### config.mk
export PLATFORM = sky130hd
export DESIGN_NAME = dos_unix_timestamp_convert_core
export DESIGN_NICKNAME = d
export VERILOG_FILES = /design/src/dutc_pkg.sv /design/src/dutc_ctrl.sv /design/src/dutc_fat2unix.sv /design/src/dutc_unix2fat.sv /design/src/dos_unix_timestamp_convert_core.sv
export SDC_FILE = /design/constraint.sdc
export NUM_CORES = 2
export LEC_CHECK = 0
export BUFFER_PORTS_ARGS = -buffer_cell sky130_fd_sc_hd__clkbuf_2
export CORE_MARGIN = 1
export CORE_UTILIZATION = 35
export DETAILED_ROUTE_END_ITERATION = 8
export HOLD_SLACK_MARGIN = 0.08
export SLEW_MARGIN = 20
export SYNTH_ARGS = -nofsm -noshare
export SYNTH_HDL_FRONTEND = slang
export SYNTH_SLANG_ARGS = --single-unit
### constraint.sdc
create_clock -name clk -period 11.8 [get_ports clk]
set_input_delay 2.36 -clock clk [delete_from_list [all_inputs] [get_ports clk]]
set_output_delay 2.36 -clock clk [all_outputs]
set_load 0.005 [all_outputs]
### src/dutc_pkg.sv
package dutc_pkg;

  // register stages from input to result
  localparam int NUM_STAGES = 8;
  localparam int MONTHS = 12;

  localparam logic [16:0] SECS_PER_DAY = 17'd86400;

  // days from 1970-01-01 to 1980-01-01, and the same plus one for the day field base
  localparam logic [15:0] EPOCH_DAYS_U2F = 16'd3652;
  localparam logic [15:0] EPOCH_DAYS_F2U = 16'd3653;

  // packed date for 1980-01-01
  localparam logic [15:0] DOS_DATE_EPOCH = 16'h0021;

  // reciprocals for division by constants: q = (x * RECIP) >> SHIFT
  // 675: floor reciprocal, result low by at most one, fixed up later
  localparam logic [25:0] RECIP_675 = 26'd50903316;
  localparam int SHIFT_675 = 35;
  // 225, 365 and 15: ceiling reciprocals, exact over the ranges used
  localparam logic [12:0] RECIP_225 = 13'd4661;
  localparam int SHIFT_225 = 20;
  localparam logic [15:0] RECIP_365 = 16'd45965;
  localparam int SHIFT_365 = 24;
  localparam logic [12:0] RECIP_15 = 13'd4370;
  localparam int SHIFT_15 = 16;

  // first day of each month in a non-leap year, zero past december
  function automatic logic [8:0] month_start(input logic [3:0] idx);
    logic [8:0] v;
    unique case (idx)
      4'd0:    v = 9'd0;
      4'd1:    v = 9'd31;
      4'd2:    v = 9'd59;
      4'd3:    v = 9'd90;
      4'd4:    v = 9'd120;
      4'd5:    v = 9'd151;
      4'd6:    v = 9'd181;
      4'd7:    v = 9'd212;
      4'd8:    v = 9'd243;
      4'd9:    v = 9'd273;
      4'd10:   v = 9'd304;
      4'd11:   v = 9'd334;
      default: v = 9'd0;
    endcase
    return v;
  endfunction

endpackage

### src/dutc_ctrl.sv
module dutc_ctrl (
  input  logic                            clk,
  input  logic                            rst,
  input  logic                            in_valid,
  output logic                            in_ready,
  output logic                            out_valid,
  input  logic                            out_ready,
  output logic [dutc_pkg::NUM_STAGES-1:0] ld
);
  import dutc_pkg::*;

  logic [NUM_STAGES-1:0] vld;

  // a stage loads when it is empty or its contents move on
  always_comb begin
    ld[NUM_STAGES-1] = ~vld[NUM_STAGES-1] | out_ready;
    for (int i = NUM_STAGES - 2; i >= 0; i--) begin
      ld[i] = ~vld[i] | ld[i+1];
    end
  end

  always_ff @(posedge clk) begin
    if (rst) begin
      vld <= '0;
    end else begin
      if (ld[0]) begin
        vld[0] <= in_valid;
      end
      for (int i = 1; i < NUM_STAGES; i++) begin
        if (ld[i]) begin
          vld[i] <= vld[i-1];
        end
      end
    end
  end

  assign in_ready  = ld[0];
  assign out_valid = vld[NUM_STAGES-1];

endmodule

### src/dutc_fat2unix.sv
module dutc_fat2unix (
  input  logic                            clk,
  input  logic [dutc_pkg::NUM_STAGES-1:0] ld,
  input  logic                            kind,
  input  logic [15:0]                     dos_time,
  input  logic [15:0]                     dos_date,
  output logic [32:0]                     unix_result
);
  import dutc_pkg::*;

  logic [3:0]  mon;
  logic [6:0]  yr;
  logic [8:0]  offset;
  logic        leap_adj;
  logic [15:0] days_next;
  logic [16:0] tsec_next;

  logic [15:0] days0;
  logic [16:0] tsec0;
  logic        kind0;
  logic [32:0] prod1;
  logic [16:0] tsec1;
  logic        kind1;
  logic [32:0] res [2:NUM_STAGES-1];

  always_comb begin
    mon      = dos_date[8:5];
    yr       = dos_date[15:9];
    offset   = (mon == 4'd0) ? 9'd0 : month_start(mon - 4'd1);
    // leap day not yet reached in january and february of a leap year
    leap_adj = (yr[1:0] == 2'd0) && (mon <= 4'd2);
    days_next = 16'(dos_date[4:0]) + 16'(offset) + 16'(yr[6:2]) + 16'(yr) * 16'd365
              + EPOCH_DAYS_F2U - 16'd1 - 16'(leap_adj);
    tsec_next = 17'(dos_time[4:0]) * 17'd2 + 17'(dos_time[10:5]) * 17'd60
              + 17'(dos_time[15:11]) * 17'd3600;
  end

  always_ff @(posedge clk) begin
    if (ld[0]) begin
      days0 <= days_next;
      tsec0 <= tsec_next;
      kind0 <= kind;
    end
    if (ld[1]) begin
      prod1 <= 33'(days0) * 33'(SECS_PER_DAY);
      tsec1 <= tsec0;
      kind1 <= kind0;
    end
    if (ld[2]) begin
      res[2] <= kind1 ? 33'd0 : prod1 + 33'(tsec1);
    end
    for (int i = 3; i < NUM_STAGES; i++) begin
      if (ld[i]) begin
        res[i] <= res[i-1];
      end
    end
  end

  assign unix_result = res[NUM_STAGES-1];

endmodule

### src/dutc_unix2fat.sv
module dutc_unix2fat (
  input  logic                            clk,
  input  logic [dutc_pkg::NUM_STAGES-1:0] ld,
  input  logic                            kind,
  input  logic [31:0]                     unix_seconds,
  output logic [15:0]                     dos_time_out,
  output logic [15:0]                     dos_date_out,
  output logic                            clamped
);
  import dutc_pkg::*;

  // stage 0: day count estimate, seconds / 86400 as (seconds >> 7) / 675
  logic [24:0] x;
  logic [50:0] qprod;
  logic [15:0] q0_0;
  logic [24:0] x0;
  logic [6:0]  lo0;
  logic        kind0;

  // stage 1: remainder of the estimate
  logic [25:0] qm;
  logic [10:0] rx1;
  logic [15:0] q1;
  logic [6:0]  lo1;
  logic        kind1;

  // stage 2: fix-up, seconds of day, days since 1980
  logic        over;
  logic [15:0] q2_next;
  logic [10:0] r2;
  logic [16:0] sod2;
  logic [15:0] day2;
  logic        clamp2;
  logic        kind2;

  // stage 3: hour and year estimate
  logic [25:0] hprod;
  logic [31:0] yprod;
  logic [4:0]  h3;
  logic [6:0]  yr0_3;
  logic [16:0] sod3;
  logic [15:0] day3;
  logic        clamp3;
  logic        kind3;

  // stage 4: seconds within hour, day base of candidate years
  logic [16:0] hm;
  logic [7:0]  yr_p3;
  logic [7:0]  yr_p2;
  logic [6:0]  yr_m1;
  logic [15:0] base0_next;
  logic [15:0] base1_next;
  logic [11:0] mrem4;
  logic [15:0] base0_4;
  logic [15:0] base1_4;
  logic [6:0]  yr0_4;
  logic [15:0] day4;
  logic [4:0]  h4;
  logic        clamp4;
  logic        kind4;

  // stage 5: year fix-up, day of year, minutes
  logic        fix;
  logic [15:0] doy_full;
  logic [22:0] mprod;
  logic [6:0]  year5;
  logic [8:0]  doy5;
  logic [5:0]  mn5;
  logic [5:0]  mrem5;
  logic [4:0]  h5;
  logic        clamp5;
  logic        kind5;

  // stage 6: seconds, month search
  logic [11:0] mm;
  logic [5:0]  sec6;
  logic        leap;
  logic        feb29;
  logic [8:0]  nl;
  logic [3:0]  cnt;
  logic [3:0]  month_next;
  logic [15:0] tm6;
  logic [8:0]  nl6;
  logic [3:0]  month6;
  logic [6:0]  year6;
  logic        clamp6;
  logic        kind6;

  // stage 7: packed date
  logic [8:0]  dom;
  logic [15:0] date_next;

  assign x     = unix_seconds[31:7];
  assign qprod = 51'(x) * 51'(RECIP_675);

  assign qm = 26'(q0_0) * 26'd675;

  always_comb begin
    over    = rx1 >= 11'd675;
    q2_next = q1 + 16'(over);
    r2      = over ? rx1 - 11'd675 : rx1;
  end

  assign hprod = 26'(sod2[16:4]) * 26'(RECIP_225);
  assign yprod = 32'(day2) * 32'(RECIP_365);

  always_comb begin
    hm         = 17'(h3) * 17'd3600;
    yr_p3      = 8'(yr0_3) + 8'd3;
    yr_p2      = 8'(yr0_3) + 8'd2;
    yr_m1      = yr0_3 - 7'd1;
    base0_next = 16'(yr_p3[7:2]) + 16'(yr0_3) * 16'd365;
    base1_next = 16'(yr_p2[7:2]) + 16'(yr_m1) * 16'd365;
  end

  always_comb begin
    // estimate one year too far when the leap days push the base past the day
    fix      = base0_4 > day4;
    doy_full = day4 - (fix ? base1_4 : base0_4);
    mprod    = 23'(mrem4[11:2]) * 23'(RECIP_15);
  end

  always_comb begin
    mm    = 12'(mn5) * 12'd60;
    sec6  = mrem5 - mm[5:0];
    leap  = (year5[1:0] == 2'd0);
    feb29 = leap && (doy5 == 9'd59);
    nl    = (!leap || doy5 <= 9'd59) ? doy5 : doy5 - 9'd1;
    // table rises, so the last entry not above the day gives the month
    cnt   = 4'd0;
    for (int i = 0; i < MONTHS; i++) begin
      if (month_start(4'(i)) <= nl) begin
        cnt = 4'(i + 1);
      end
    end
    month_next = feb29 ? 4'd2 : cnt;
  end

  always_comb begin
    dom       = nl6 - month_start(month6 - 4'd1) + 9'd1;
    date_next = 16'(dom) + 16'({month6, 5'd0}) + 16'({year6, 9'd0});
  end

  always_ff @(posedge clk) begin
    if (ld[0]) begin
      q0_0  <= qprod[SHIFT_675 +: 16];
      x0    <= x;
      lo0   <= unix_seconds[6:0];
      kind0 <= kind;
    end
    if (ld[1]) begin
      rx1   <= x0[10:0] - qm[10:0];
      q1    <= q0_0;
      lo1   <= lo0;
      kind1 <= kind0;
    end
    if (ld[2]) begin
      sod2   <= {r2[9:0], lo1};
      day2   <= q2_next - EPOCH_DAYS_U2F;
      clamp2 <= q2_next < EPOCH_DAYS_U2F;
      kind2  <= kind1;
    end
    if (ld[3]) begin
      h3     <= hprod[SHIFT_225 +: 5];
      yr0_3  <= yprod[SHIFT_365 +: 7];
      sod3   <= sod2;
      day3   <= day2;
      clamp3 <= clamp2;
      kind3  <= kind2;
    end
    if (ld[4]) begin
      mrem4   <= sod3[11:0] - hm[11:0];
      base0_4 <= base0_next;
      base1_4 <= base1_next;
      yr0_4   <= yr0_3;
      day4    <= day3;
      h4      <= h3;
      clamp4  <= clamp3;
      kind4   <= kind3;
    end
    if (ld[5]) begin
      year5  <= fix ? yr0_4 - 7'd1 : yr0_4;
      doy5   <= doy_full[8:0];
      mn5    <= mprod[SHIFT_15 +: 6];
      mrem5  <= mrem4[5:0];
      h5     <= h4;
      clamp5 <= clamp4;
      kind5  <= kind4;
    end
    if (ld[6]) begin
      tm6    <= {h5, mn5, sec6[5:1]};
      nl6    <= nl;
      month6 <= month_next;
      year6  <= year5;
      clamp6 <= clamp5;
      kind6  <= kind5;
    end
    if (ld[NUM_STAGES-1]) begin
      if (!kind6) begin
        dos_time_out <= 16'd0;
        dos_date_out <= 16'd0;
        clamped      <= 1'b0;
      end else if (clamp6) begin
        dos_time_out <= 16'd0;
        dos_date_out <= DOS_DATE_EPOCH;
        clamped      <= 1'b1;
      end else begin
        dos_time_out <= tm6;
        dos_date_out <= date_next;
        clamped      <= 1'b0;
      end
    end
  end

endmodule

### src/dos_unix_timestamp_convert_core.sv
// FAT timestamp converter. Each request carries kind: 0 turns a packed FAT
// time/date pair into seconds since 1970 (exact, 33 bits), 1 turns 32-bit Unix
// seconds into a packed FAT pair, clamping anything before 1980 to 1980-01-01
// 00:00:00 with clamped set. Fields of the other direction come back as zero.
// Both paths hold each request in eight register stages, the first of which
// captures it at acceptance; on the Unix-to-FAT path these do the division by
// 86400, then the hour and year estimates, fix-ups, month search and packing.
// One request is accepted per cycle while in_ready is high; a stalled output
// holds only the full stages behind it, and empty stages keep filling while
// the result waits.
module dos_unix_timestamp_convert_core (
  input  logic        clk,
  input  logic        rst,
  input  logic        in_valid,
  output logic        in_ready,
  input  logic        kind,
  input  logic [15:0] dos_time,
  input  logic [15:0] dos_date,
  input  logic [31:0] unix_seconds,
  output logic        out_valid,
  input  logic        out_ready,
  output logic [32:0] unix_result,
  output logic [15:0] dos_time_out,
  output logic [15:0] dos_date_out,
  output logic        clamped
);
  import dutc_pkg::*;

  logic [NUM_STAGES-1:0] ld;

  dutc_ctrl u_ctrl (
    .clk       (clk),
    .rst       (rst),
    .in_valid  (in_valid),
    .in_ready  (in_ready),
    .out_valid (out_valid),
    .out_ready (out_ready),
    .ld        (ld)
  );

  dutc_fat2unix u_fat2unix (
    .clk         (clk),
    .ld          (ld),
    .kind        (kind),
    .dos_time    (dos_time),
    .dos_date    (dos_date),
    .unix_result (unix_result)
  );

  dutc_unix2fat u_unix2fat (
    .clk          (clk),
    .ld           (ld),
    .kind         (kind),
    .unix_seconds (unix_seconds),
    .dos_time_out (dos_time_out),
    .dos_date_out (dos_date_out),
    .clamped      (clamped)
  );

endmodule

==> out/results.ini <==
[clock_tree]
cts_max_level = 3
postCtsHoldBufs = 0
cts_tree = done
ctsResizeCount = 0
clkTransAtPathRegs_ns = 0.06
root_cell_of_the_clock_tree = clkbuf_16
clock_latency_ns = 0.65
cts_post_setup_buffers_inserted = 0
tritoncts_num_sinks = 588
clock_tree.buffer_depth = 3
tritoncts.num_buffers = 70

[die]
die_height_um = 378
die_area_mm2 = 0.143
boundaryPins = 137
core_mm2 = 0.140
initial_utilization = 0.354
floorplan.rows = 137
floorplan.die.width_um = 378

[worst_setup_path]
setup.worst_path.start = dos_date[6]
timing.critical_path.required_ns = 12.23
crit-reg2reg-capture = u_unix2fat.yr0_3[3]$_DFFE_PP_
timing.critical_path.slowest_cell_delay_ns = 0.67
critical_path_fanouts_max = 10
cp_slowest_cell = a2111oi_0
critical_path_class = in2reg
arr_time_crit_path_ns = 9.72
critical_path.reg2reg.startpoint = u_unix2fat.day2[9]$_DFFE_PP_
worstRegToRegCells = 15
ff2ff_setup_slack_ns = 6.03
timing.critical_path.from_type = input port
setup.worst_path.end_class = register

[cells_and_area]
top_regs = u_fat2unix.res x192, u_fat2unix.prod1 x26
largest_reg_flops = 192
final_common_cell = ha_1
diode_insertion_count_for_antenna_repair = 0
final_net_count = 5770
final_util = 0.392
layoutNonFillerInstCount = 6256
final_layout_size_suffix_gt1_frac = 0.0660
synthToLayoutAreaGrowth_pct = 10.8
max_flop_register = u_fat2unix.res
layout_common_cells = 962 x ha_1, 867 x inv_1, 580 x edfxtp_1

[route]
routed_wire_length_per_instance_um = 14.0
routed_via_density = 4.57
drtIter0Drc = 878
postRouteWirelength_mm = 87.5
detailroute.via_count = 28600
drcViolationCount = 0
ant_nets = 0
drtPass1Iterations = 5

[logic_synthesis]
post_synth.cell_area_avg_um2 = 12.0
synth_edf_count = 580
synthDistinctLibCells = 81
synthesis.area_mm2 = 0.0495
synth_area_leaders = edfxtp_1 35%, ha_1 24%, fa_1 17%, inv_1 6.6%, xnor2_1 3.0%
synth_warnings = 0
syn-instance-count = 4138
synth-main-ff-cell = edfxtp_1
synth-async-reset-ratio = 0
synthesized_nets = 5583
synth_largest_area_cell = edfxtp_1
yosysSeqAreaShare = 0.355
netlist.area_leader.share = 0.352
ys_ff_latch = 588

[sta]
final-hold-violation-count = 0
worst-slew-pin-transition_ns = 1.03
fin_setup_tns_ns = 0
number_of_pins_with_negative_max_slew_slack_in_the_final_report = 0
worst_clock_skew_ns = 0.0512
final.period_utilization = 0.787
finalHoldWorstSlack_ns = 0.391
relSlewSlack = 0.312
setup-violations-final = 0
final_period_minus_worst_setup_slack_ns = 9.29
grt_setup_unrepaired = false
fmax_mhz = 108

[hold_path]
hold_path_startpoint = u_unix2fat.clamp5$_DFFE_PP_
number_of_cells_traversed_by_the_worst_hold_path = 0
min_path_type = reg2reg
whs_endpoint = u_unix2fat.clamp6$_DFFE_PP_

[placed_design]
placedCellCount = 6129
gp_congestion = 0.834
hpwlAfterDp_mm = 70.1
io_buffers = 134

[grt]
grt_pass1_vias = 30400
gr-total-overflow = 0
met1_usage = 0.169
grt_start_max_net_pins = 78
number_of_antenna_violations_at_the_first_check_in_global_routing = 4
track_usage = 0.128
globalRouteMet3Util = 0.0192
top_usage_layer = met2
gr-usage-met2 = 0.219
grt_pass1_wl_mm = 148

[flow_run]
cap_violations = 0

[status]
result_of_the_run = completed

-- synthesized netlist by cell type (21+ instances only) --
| master | number |
|---|---|
| ha_1 | 962 |
| inv_1 | 870 |
| edfxtp_1 | 580 |
| fa_1 | 414 |
| xnor2_1 | 171 |
| nor2_1 | 142 |
| a21oi_1 | 136 |
| o21ai_0 | 91 |
| xor2_1 | 88 |
| nand2_1 | 83 |
| nor2b_1 | 51 |
| a21o_1 | 48 |
| nor3_1 | 42 |
| nand3_1 | 37 |
| and2_1 | 32 |
| a211oi_1 | 31 |
| and3_1 | 27 |
| nand4_1 | 25 |
| o21bai_1 | 23 |
| or3_1 | 23 |
| o21a_1 | 22 |
| o211ai_1 | 21 |
-- area by class of cell --
class	instances	area [um2]
tap	1876	2350
clock buffer	78	1780
timing repair buffer	142	731
multi-input combinational	2651	28600
sequential	588	17600
fill	13500	85000
clock inverter	49	593
inverter	872	3280
-- per-layer routing --
layer | routed length [um] | vias up | part of all wire
met5 | 13 | - | 0.00015
met4 | 1700 | 2 | 0.019
met3 | 2930 | 113 | 0.033
met2 | 41500 | 305 | 0.47
met1 | 41400 | 13700 | 0.47
li1 | - | 14400 | -
-- worst max path at each step --
stage | to | slack [ns] | cells past startpoint
4_1_cts | u_fat2unix.days0[14]$_DFFE_PP_ | 2.50 | 31
2_1_floorplan | in_ready | 2.57 | 6
3_5_place_dp | u_fat2unix.days0[14]$_DFFE_PP_ | 1.83 | 31
6_report | u_fat2unix.days0[14]$_DFFE_PP_ | 2.51 | 31
5_1_grt | u_fat2unix.days0[14]$_DFFE_PP_ | 1.83 | 31
3_3_place_gp | u_fat2unix.days0[15]$_DFFE_PP_ | 1.97 | 31
-- critical path, delay by kind of cell --
kind / cells / cell delay (ns)
simple gates: 5 / 0.63
compound gates: 11 / 2.48
buf+inv: 6 / 0.74
fa+ha+maj: 9 / 3.50
-- per-stage QoR --
stage / area, um2 / setup slack [ns]
2_1_floorplan: 49500 / 2.57
3_3_place_gp: 52500 / 1.97
3_5_place_dp: 52500 / 1.83
4_1_cts: 54900 / 2.50
5_1_grt: 54900 / 1.83
6_report: 54900 / 2.51
-- logic make-up (layout without fill, tap and decap cells) --
kind of cell / count (synthesis) / count (layout) / share of synthesized area
buffers and inverters: 899 / 1141 / 0.0685
XOR/XNOR: 261 / 261 / 0.0467
other: 1 / 1 / 0.0000757
adder cells (fa/ha/maj): 1376 / 1376 / 0.411
flip-flops: 588 / 588 / 0.355
multiplexers: 20 / 20 / 0.00420
AO/OA/AOI/OAI: 466 / 466 / 0.0603
AND/OR/NAND/NOR: 527 / 527 / 0.0546
Power is left out: the tool's default activity adds up to more than one toggle a clock period on the data nets, which glitch-free logic cannot reach.
